[config.mk]
export PLATFORM = sky130hd
export DESIGN_NAME = rotate_source_coordinate
export DESIGN_NICKNAME = d
export VERILOG_FILES = /design/src/rtl/core/rsc_pkg.sv /design/src/rtl/core/rotate_source_coordinate.sv /design/src/rtl/core/rsc_trig.sv /design/src/rtl/core/rsc_index.sv
export SDC_FILE = /design/constraint.sdc
export NUM_CORES = 2
export LEC_CHECK = 0
export BUFFER_PORTS_ARGS = -buffer_cell sky130_fd_sc_hd__buf_2
export CAP_MARGIN = 0
export CORE_ASPECT_RATIO = 1.5
export CORE_UTILIZATION = 25
export CTS_BUF_LIST = sky130_fd_sc_hd__clkbuf_8
export CTS_CLUSTER_DIAMETER = 120
export DETAILED_ROUTE_END_ITERATION = 8
export SYNTH_ARGS = -nofsm -noshare
export SYNTH_HDL_FRONTEND = slang
export SYNTH_SLANG_ARGS = --single-unit
[constraint.sdc]
create_clock -name clock -period 8.9 [get_ports clock]
set_clock_uncertainty 0.05 [all_clocks]
set_input_delay 2.225 -clock clock [delete_from_list [all_inputs] [get_ports clock]]
set_output_delay 2.225 -clock clock [all_outputs]
set_load 0.01 [all_outputs]
[src/rtl/core/rsc_pkg.sv]
// ----------------------------------------------------------------------------
// rsc_pkg
// Shared constants, types and the sine table generator for the rotate
// source coordinate block.
// ----------------------------------------------------------------------------
package rsc_pkg;

   localparam int FRAC_BITS      = 8;
   localparam int TRIG_FRAC_BITS = 14;

   localparam int DIM_W    = 13;                        // width / height registers
   localparam int ANGLE_W  = 9;
   localparam int CHCNT_W  = 3;
   localparam int COORD_IN_W = 12;                      // dest_x, dest_y
   localparam int CHAN_W   = 2;
   localparam int OUT_W    = 22;                        // source_x, source_y
   localparam int INDEX_W  = 26;

   localparam int TRIG_W   = TRIG_FRAC_BITS + 2;        // signed, covers +-1.0
   localparam int TAB_W    = TRIG_FRAC_BITS + 1;        // unsigned first quadrant
   localparam int TAB_LAST = 90;
   localparam int TAB_IDX_W = 7;

   localparam int CSR_IDX_W = 2;
   localparam logic [CSR_IDX_W-1:0] CSR_IMAGE_WIDTH   = 2'd0;
   localparam logic [CSR_IDX_W-1:0] CSR_IMAGE_HEIGHT  = 2'd1;
   localparam logic [CSR_IDX_W-1:0] CSR_ANGLE_DEGREES = 2'd2;
   localparam logic [CSR_IDX_W-1:0] CSR_CHANNEL_COUNT = 2'd3;

   localparam logic [DIM_W-1:0]   WIDTH_RESET  = 13'd640;
   localparam logic [DIM_W-1:0]   HEIGHT_RESET = 13'd480;
   localparam logic [ANGLE_W-1:0] ANGLE_RESET  = 9'd0;
   localparam logic [CHCNT_W-1:0] CHCNT_RESET  = 3'd1;

   localparam logic [63:0] PI_Q30 = 64'd3373259426;
   localparam longint      ONE_Q30 = 64'sd1073741824;

   // per-stage advance strobes of the pipeline
   typedef struct packed {
      logic s1;
      logic s2;
      logic s3;
      logic s4;
   } rsc_adv_type;

   // unsigned quotient by shift and subtract
   function automatic logic [63:0] udiv64(input logic [63:0] num,
                                          input logic [63:0] den);
      logic [63:0] q;
      logic [64:0] rem;
      q   = '0;
      rem = '0;
      for (int i = 63; i >= 0; i--) begin
         rem = {rem[63:0], num[i]};
         if (rem >= {1'b0, den}) begin
            rem  = rem - {1'b0, den};
            q[i] = 1'b1;
         end
      end
      return q;
   endfunction

   // sin(d degrees), d in 0..90, Taylor series in Q30 then rounded half up
   // to TRIG_FRAC_BITS. Only evaluated at elaboration.
   function automatic logic [TAB_W-1:0] sin_q_entry(input int unsigned d);
      logic [63:0] x;
      logic [63:0] x2;
      logic [63:0] term;
      logic [63:0] div;
      logic [63:0] r;
      longint      sum;
      x    = udiv64(64'(d) * PI_Q30 + 64'd90, 64'd180);
      x2   = (x * x) >> 30;
      term = x;
      sum  = longint'(x);
      for (int k = 1; k <= 12; k++) begin
         div  = 64'((2 * k) * (2 * k + 1));
         term = udiv64((term * x2) >> 30, div);
         if ((k & 1) == 1) begin
            sum = sum - longint'(term);
         end else begin
            sum = sum + longint'(term);
         end
      end
      if (sum < 0) begin
         sum = 0;
      end
      if (sum > ONE_Q30) begin
         sum = ONE_Q30;
      end
      r = 64'(sum + (longint'(1) << (29 - TRIG_FRAC_BITS))) >> (30 - TRIG_FRAC_BITS);
      return r[TAB_W-1:0];
   endfunction

endpackage

[src/rtl/core/rotate_source_coordinate.sv]
// ----------------------------------------------------------------------------
// rotate_source_coordinate
// Inverse-mapping address generator for rotating an image about its center:
// per destination pixel gives the source coordinate, an inside flag and the
// destination byte index.
//
//   channel  direction  handshake               payload
//   req      in         req_tvalid/req_tready   dest_x, dest_y, channel
//   rsp      out        rsp_tvalid/rsp_tready   source_x, source_y, inside_res,
//                                               dest_index
//   csr      in         csr_we                  image_width, image_height,
//                                               angle_degrees, channel_count
//
// One pixel per clock unless rsp stalls; stages: trig lookup, four multipliers,
// rotation sums, round/offset/saturate (the last stage is the output register).
// Reset clears the stage valid bits and loads the register defaults.
// Each stage advances when it is empty or the stage after it advances, so
// bubbles are absorbed and a stalled rsp holds every stage without loss.
// ----------------------------------------------------------------------------
module rotate_source_coordinate
   import rsc_pkg::*;
(
   input  logic                 clock,
   input  logic                 reset,

   input  logic                 req_tvalid,
   output logic                 req_tready,
   input  logic [31:0]          req_tdata,   // dest_x[11:0], dest_y[23:12], channel[25:24]

   output logic                 rsp_tvalid,
   input  logic                 rsp_tready,
   output logic [71:0]          rsp_tdata,   // source_x[21:0], source_y[43:22],
                                             // inside_res[44], dest_index[70:45]

   input  logic                 csr_we,
   input  logic [CSR_IDX_W-1:0] csr_index,
   input  logic [DIM_W-1:0]     csr_wdata
);

   localparam int DX_W   = DIM_W + FRAC_BITS + 1;        // signed offset from center
   localparam int MID_W  = DIM_W + FRAC_BITS - 1;
   localparam int PROD_W = DX_W + TRIG_W;
   localparam int ACC_W  = PROD_W + 1;
   localparam int SX_W   = ACC_W - TRIG_FRAC_BITS + 1;
   localparam logic signed [ACC_W-1:0] ROUND_HALF = ACC_W'(1) <<< (TRIG_FRAC_BITS - 1);
   localparam logic signed [SX_W-1:0]  OUT_MAX = SX_W'((64'sd1 <<< (OUT_W - 1)) - 1);
   localparam logic signed [SX_W-1:0]  OUT_MIN = -(SX_W'(64'sd1 <<< (OUT_W - 1)));

   // ---------------- configuration registers
   logic [DIM_W-1:0]   width_ff;
   logic [DIM_W-1:0]   height_ff;
   logic [ANGLE_W-1:0] angle_ff;
   logic [CHCNT_W-1:0] chcnt_ff;

   always_ff @(posedge clock) begin
      if (reset) begin
         width_ff  <= WIDTH_RESET;
         height_ff <= HEIGHT_RESET;
         angle_ff  <= ANGLE_RESET;
         chcnt_ff  <= CHCNT_RESET;
      end else if (csr_we) begin
         unique case (csr_index)
            CSR_IMAGE_WIDTH:   width_ff  <= csr_wdata;
            CSR_IMAGE_HEIGHT:  height_ff <= csr_wdata;
            CSR_ANGLE_DEGREES: angle_ff  <= csr_wdata[ANGLE_W-1:0];
            CSR_CHANNEL_COUNT: chcnt_ff  <= csr_wdata[CHCNT_W-1:0];
            default: ;
         endcase
      end
   end

   // ---------------- pipeline control
   logic        v1_ff, v2_ff, v3_ff, v4_ff;
   rsc_adv_type adv;

   always_comb begin
      adv.s4 = !v4_ff || rsp_tready;
      adv.s3 = !v3_ff || adv.s4;
      adv.s2 = !v2_ff || adv.s3;
      adv.s1 = !v1_ff || adv.s2;
   end

   always_ff @(posedge clock) begin
      if (reset) begin
         v1_ff <= 1'b0;
         v2_ff <= 1'b0;
         v3_ff <= 1'b0;
         v4_ff <= 1'b0;
      end else begin
         if (adv.s1) v1_ff <= req_tvalid;
         if (adv.s2) v2_ff <= v1_ff;
         if (adv.s3) v3_ff <= v2_ff;
         if (adv.s4) v4_ff <= v3_ff;
      end
   end

   assign req_tready = adv.s1;
   assign rsp_tvalid = v4_ff;

   // ---------------- input fields
   logic [COORD_IN_W-1:0] dest_x;
   logic [COORD_IN_W-1:0] dest_y;
   logic [CHAN_W-1:0]     channel;

   assign dest_x  = req_tdata[11:0];
   assign dest_y  = req_tdata[23:12];
   assign channel = req_tdata[25:24];

   // ---------------- stage 1: trig lookup, offsets from center
   logic signed [TRIG_W-1:0] sin_val, cos_val;
   logic signed [TRIG_W-1:0] sin_ff, cos_ff;
   logic [MID_W-1:0]         mid_x, mid_y;
   logic signed [DX_W-1:0]   dx_ff, dx_in, dy_ff, dy_in;

   rsc_trig u_trig (
      .angle_degrees (angle_ff),
      .sin_val       (sin_val),
      .cos_val       (cos_val)
   );

   always_comb begin
      mid_x = {width_ff,  {(FRAC_BITS - 1){1'b0}}};
      mid_y = {height_ff, {(FRAC_BITS - 1){1'b0}}};
      dx_in = $signed(DX_W'({dest_x, {FRAC_BITS{1'b0}}})) - $signed(DX_W'(mid_x));
      dy_in = $signed(DX_W'({dest_y, {FRAC_BITS{1'b0}}})) - $signed(DX_W'(mid_y));
   end

   // ---------------- stage 2: products
   logic signed [PROD_W-1:0] cdx_ff, sdy_ff, sdx_ff, cdy_ff;

   // ---------------- stage 3: rotation sums with rounding bias
   logic signed [ACC_W-1:0] accx_ff, accx_in, accy_ff, accy_in;

   always_comb begin
      accx_in = ACC_W'(cdx_ff) - ACC_W'(sdy_ff) + ROUND_HALF;
      accy_in = ACC_W'(sdx_ff) + ACC_W'(cdy_ff) + ROUND_HALF;
   end

   // ---------------- stage 4: back to pixel grid, bounds, saturation
   logic signed [SX_W-1:0]  sx, sy;
   logic                    in_x, in_y;
   logic [OUT_W-1:0]        srcx_ff, srcx_in, srcy_ff, srcy_in;
   logic                    inside_ff, inside_in;

   always_comb begin
      sx = SX_W'(accx_ff >>> TRIG_FRAC_BITS) + $signed(SX_W'(mid_x));
      sy = SX_W'(accy_ff >>> TRIG_FRAC_BITS) + $signed(SX_W'(mid_y));
      // inclusive bounds on the unsaturated value
      in_x = (sx >= 0) && (sx <= $signed(SX_W'({width_ff,  {FRAC_BITS{1'b0}}})));
      in_y = (sy >= 0) && (sy <= $signed(SX_W'({height_ff, {FRAC_BITS{1'b0}}})));
      inside_in = in_x && in_y;
      priority if (sx > OUT_MAX) srcx_in = OUT_MAX[OUT_W-1:0];
      else if (sx < OUT_MIN)     srcx_in = OUT_MIN[OUT_W-1:0];
      else                       srcx_in = sx[OUT_W-1:0];
      priority if (sy > OUT_MAX) srcy_in = OUT_MAX[OUT_W-1:0];
      else if (sy < OUT_MIN)     srcy_in = OUT_MIN[OUT_W-1:0];
      else                       srcy_in = sy[OUT_W-1:0];
   end

   always_ff @(posedge clock) begin
      if (adv.s1) begin
         sin_ff <= sin_val;
         cos_ff <= cos_val;
         dx_ff  <= dx_in;
         dy_ff  <= dy_in;
      end
      if (adv.s2) begin
         cdx_ff <= PROD_W'(cos_ff) * PROD_W'(dx_ff);
         sdy_ff <= PROD_W'(sin_ff) * PROD_W'(dy_ff);
         sdx_ff <= PROD_W'(sin_ff) * PROD_W'(dx_ff);
         cdy_ff <= PROD_W'(cos_ff) * PROD_W'(dy_ff);
      end
      if (adv.s3) begin
         accx_ff <= accx_in;
         accy_ff <= accy_in;
      end
      if (adv.s4) begin
         srcx_ff   <= srcx_in;
         srcy_ff   <= srcy_in;
         inside_ff <= inside_in;
      end
   end

   // ---------------- destination index
   logic [INDEX_W-1:0] dest_index;

   rsc_index u_index (
      .clock         (clock),
      .adv           (adv),
      .dest_x        (dest_x),
      .dest_y        (dest_y),
      .channel       (channel),
      .image_width   (width_ff),
      .channel_count (chcnt_ff),
      .dest_index    (dest_index)
   );

   assign rsp_tdata = {1'b0, dest_index, inside_ff, srcy_ff, srcx_ff};

endmodule

[src/rtl/core/rsc_trig.sv]
// ----------------------------------------------------------------------------
// rsc_trig
// Sine and cosine of the inverse rotation angle from a first-quadrant table.
// ----------------------------------------------------------------------------
module rsc_trig
   import rsc_pkg::*;
(
   input  logic [ANGLE_W-1:0]       angle_degrees,
   output logic signed [TRIG_W-1:0] sin_val,
   output logic signed [TRIG_W-1:0] cos_val
);

   typedef struct packed {
      logic [TAB_IDX_W-1:0] idx;
      logic                 neg;
   } quad_type;

   logic [TAB_W-1:0] sin_rom [0:TAB_LAST];

   for (genvar d = 0; d <= TAB_LAST; d++) begin : g_rom
      localparam logic [TAB_W-1:0] ENTRY = sin_q_entry(d);
      assign sin_rom[d] = ENTRY;
   end

   // fold an angle 0..359 onto the first quadrant
   function automatic quad_type fold(input logic [ANGLE_W-1:0] a);
      quad_type q;
      priority if (a <= 9'd90) begin
         q.idx = TAB_IDX_W'(a);
         q.neg = 1'b0;
      end else if (a <= 9'd180) begin
         q.idx = TAB_IDX_W'(9'd180 - a);
         q.neg = 1'b0;
      end else if (a <= 9'd270) begin
         q.idx = TAB_IDX_W'(a - 9'd180);
         q.neg = 1'b1;
      end else begin
         q.idx = TAB_IDX_W'(9'd360 - a);
         q.neg = 1'b1;
      end
      return q;
   endfunction

   logic [ANGLE_W-1:0]       ang_mod;
   logic [ANGLE_W-1:0]       ang_inv;
   logic [ANGLE_W-1:0]       ang_cos;
   quad_type                 q_sin;
   quad_type                 q_cos;
   logic signed [TRIG_W-1:0] mag_sin;
   logic signed [TRIG_W-1:0] mag_cos;

   always_comb begin
      ang_mod = (angle_degrees >= 9'd360) ? angle_degrees - 9'd360 : angle_degrees;
      // negated angle, modulo 360
      ang_inv = (ang_mod == '0) ? '0 : 9'd360 - ang_mod;
      ang_cos = (ang_inv >= 9'd270) ? ang_inv - 9'd270 : ang_inv + 9'd90;
      q_sin   = fold(ang_inv);
      q_cos   = fold(ang_cos);
      mag_sin = TRIG_W'(sin_rom[q_sin.idx]);
      mag_cos = TRIG_W'(sin_rom[q_cos.idx]);
      sin_val = q_sin.neg ? -mag_sin : mag_sin;
      cos_val = q_cos.neg ? -mag_cos : mag_cos;
   end

endmodule

[src/rtl/core/rsc_index.sv]
// ----------------------------------------------------------------------------
// rsc_index
// Destination byte index ((y*width + x)*channels + channel), four stages,
// modulo 2^26.
// ----------------------------------------------------------------------------
module rsc_index
   import rsc_pkg::*;
(
   input  logic                  clock,
   input  rsc_adv_type           adv,
   input  logic [COORD_IN_W-1:0] dest_x,
   input  logic [COORD_IN_W-1:0] dest_y,
   input  logic [CHAN_W-1:0]     channel,
   input  logic [DIM_W-1:0]      image_width,
   input  logic [CHCNT_W-1:0]    channel_count,
   output logic [INDEX_W-1:0]    dest_index
);

   localparam int YW_W = COORD_IN_W + DIM_W;

   logic [YW_W-1:0]       yw_ff,  yw_in;
   logic [COORD_IN_W-1:0] x1_ff;
   logic [CHAN_W-1:0]     ch1_ff, ch2_ff, ch3_ff;
   logic [INDEX_W-1:0]    row_ff, row_in;
   logic [INDEX_W-1:0]    scl_ff, scl_in;
   logic [INDEX_W-1:0]    idx_ff, idx_in;

   always_comb begin
      yw_in  = dest_y * image_width;
      row_in = INDEX_W'(yw_ff) + INDEX_W'(x1_ff);
      scl_in = INDEX_W'(row_ff * channel_count);
      idx_in = scl_ff + INDEX_W'(ch3_ff);
   end

   always_ff @(posedge clock) begin
      if (adv.s1) begin
         yw_ff  <= yw_in;
         x1_ff  <= dest_x;
         ch1_ff <= channel;
      end
      if (adv.s2) begin
         row_ff <= row_in;
         ch2_ff <= ch1_ff;
      end
      if (adv.s3) begin
         scl_ff <= scl_in;
         ch3_ff <= ch2_ff;
      end
      if (adv.s4) begin
         idx_ff <= idx_in;
      end
   end

   assign dest_index = idx_ff;

endmodule
==> run_results.csv <==
group,metric,value,unit
yosys,synth_cell_types,113,
yosys,synth_fp_nets,9023,
route,drtIter0Drc,2792,
clock_tree,path_clk_slew,0.06,ns
place,io_buffers,118,
clock_tree,worstSkewPairLatency,0.82,ns
setup_path,cp-start-kind,"flip-flop",
yosys,synth-edff-count,396,
global_route,grt_use_total,0.141,
floorplan,std_cell_rows,235,
run_status,status,"complete, no violations",
global_route,antenna_found_initial,6,
yosys,yosysMostFrequentCell,"inv_1",
clock_tree,hold_buffers,0,
yosys,netlist_area,68900,um^2
route,drc_errors,0,
layout,syn_to_final_growth,10.3,%
yosys,ys_warn_count,0,
route,vias,50462,
layout,postLayoutCellArea,76000,um^2
floorplan,die-area,278000,um^2
sta,grt_setup_unrepaired,"no",
setup_path,worstPathRequired,9.40,ns
sta,timing.fmax,118,MHz
place,dpl_cell_area,74500,um^2
route,routed_via_density,4.57,
layout,final_layout_size_suffix_gt1_frac,0.0735,
global_route,grt_max_degree,90,
route,ant_nets,0,
floorplan,ioPinCount,126,
sta,slew_headroom,0.112,
place,dp_hpwl,158000,um
sta,period_minus_slack,8.45,ns
setup_path,critPathMaxFanout,12,
clock_tree,clockRootBuffer,"clkbuf_8",
clock_tree,clockBufferDepth,3,
sta,finalSetupViolCount,0,
sta,maxSlewViolCount,0,
route,dr.pass1.iters,5,
clock_tree,cts_max_level,3,
min_path,hp-class,"reg2reg",
floorplan,die_h,645,um
yosys,yosys_register_bits,438,
global_route,grt_pass1_vias,53328,
clock_tree,cts_sinks,438,
floorplan,start_util,0.252,
setup_path,critical_path.max_stage_delay,0.72,ns
yosys,synthCells,7220,
global_route,grt_first_pass_wirelength,301000,um
global_route,gr-total-overflow,0,
clock_tree,ctsResizeCount,0,
yosys,synthTopCellsByCount,"inv_1, fa_1, nand2_1",
setup_path,crit_slowest_cell,"xnor2_1",
yosys,yosysTopAreaCellShare,0.321,
yosys,ys.flop_type,"edfxtp_1",
clock_tree,cts_buffers,73,
yosys,async_flop_share,0,
sta,fin_crit_sh,0.949,
run,drv_cap,0,
setup_path,path_class,"reg2reg",
sta,hold_violations,0,
floorplan,core_area,274000,um^2
clock_tree,cts_setup_buffers,0,
setup_path,r2r-start,"angle_ff[4]",
route,drt-total-wl,194000,um
clock_tree,tritoncts,"built",
yosys,synth.area.top_cells,"fa_1, edfxtp_1, ha_1",
setup_path,crit_arrival,8.95,ns
sta,tightest_slew,1.33,ns
yosys,synth_area_leader_cell,"fa_1",
yosys,ys_seq_area_frac,0.185,
setup_path,end_kind,"flip-flop",
layout,layout.nets,9120,
place,place_congestion,0.942,
min_path,hold_path_startpoint,"u_index.ch2_ff[0]",
yosys,avgSynthCellArea,9.55,um^2
floorplan,die_width,431,um
setup_path,crit_start,"angle_ff[4]",
route,wl_per_cell,17.6,um
cell families after synthesis:
logic type	share of synthesized area
buf+inv	0.0947
other cells	0.0000544
flops	0.185
simple gates	0.140
fa+ha+maj	0.438
compound gates	0.0941
xor+xnor	0.0438
mux	0.00463
sequential cells by signal, indices dropped and copies added, names as in the netlist, 3 cells and up:
signal	count
cdx_ff	30
cdy_ff	30
sdx_ff	30
sdy_ff	30
u_index.dest_index	26
u_index.row_ff	26
u_index.scl_ff	26
accx_ff	25
accy_ff	25
u_index.yw_ff	25
srcx_ff	22
srcy_ff	22
cos_ff	16
sin_ff	16
dx_ff	14
dy_ff	14
height_ff	13
width_ff	13
u_index.x1_ff	12
angle_ff	9
chcnt_ff	3
layout make-up:
type	count	area (um^2)
fillers	28948	198000
multi-input cells	5083	49700
diodes	7	17.5
clock buffers	76	1050
clock inverters	54	430
flip-flops and latches	438	12700
well taps	3673	4600
repair buffers	340	2290
inverters	1381	5190
path summary, 6_finish.rpt:
path,to,slack (ns),cells past startpoint
setup / recovery,cos_ff[13],0.45,28
hold / removal,u_index.ch3_ff[0],0.38,0
setup reg to reg,cos_ff[13],0.45,28
hold reg to reg,u_index.ch3_ff[0],0.38,0
layer usage:
layer	GRT usage	share of wire	up-vias
li1	-	-	23128
met1	0.138	0.34	25501
met2	0.265	0.53	1360
met3	0.0142	0.042	471
met4	0.114	0.092	2
met5	0	0.000057	-
worst max-delay path: cells and delay by family (launching register included):
family / cells / cell delay, ns
compound gates: 11 / 2.44
xor+xnor: 2 / 0.90
fa+ha+maj: 3 / 1.01
buf+inv: 3 / 0.53
flops: 1 / 0.59
simple gates: 9 / 2.63
through the flow:
stage	setup slack, ns	cells	utilization	setup TNS [ns]	hold WS, ns
after floorplan	0.662	7220	-	0	0.350
after global placement	-0.0607	10915	0.272	-0.0898	0.355
after detailed placement	-0.0734	10915	0.272	-0.113	0.365
after CTS	0.647	11045	0.278	0	0.380
after global routing	0.0440	11048	0.278	0	0.386
final	0.452	11052	0.278	0	0.381
layout by cell type, fill, tap and decap left out, types with 70 or more instances in the layout:
master	synthesis	layout
a21o_1	87	87
a21oi_1	268	268
and2_1	459	459
buf_2	33	118
buf_4	17	219
clkbuf_8	0	76
edfxtp_1	396	396
fa_1	1105	1105
ha_1	646	646
inv_1	1376	1391
nand2_1	940	938
nand3_1	93	93
nor2_1	223	223
nor3_1	70	70
o21ai_0	139	139
o21bai_1	81	81
xnor2_1	268	266
xor2_1	75	74
Power is not shown: default switching activity piles up to over one toggle a cycle in this logic, so the estimate is an artifact.
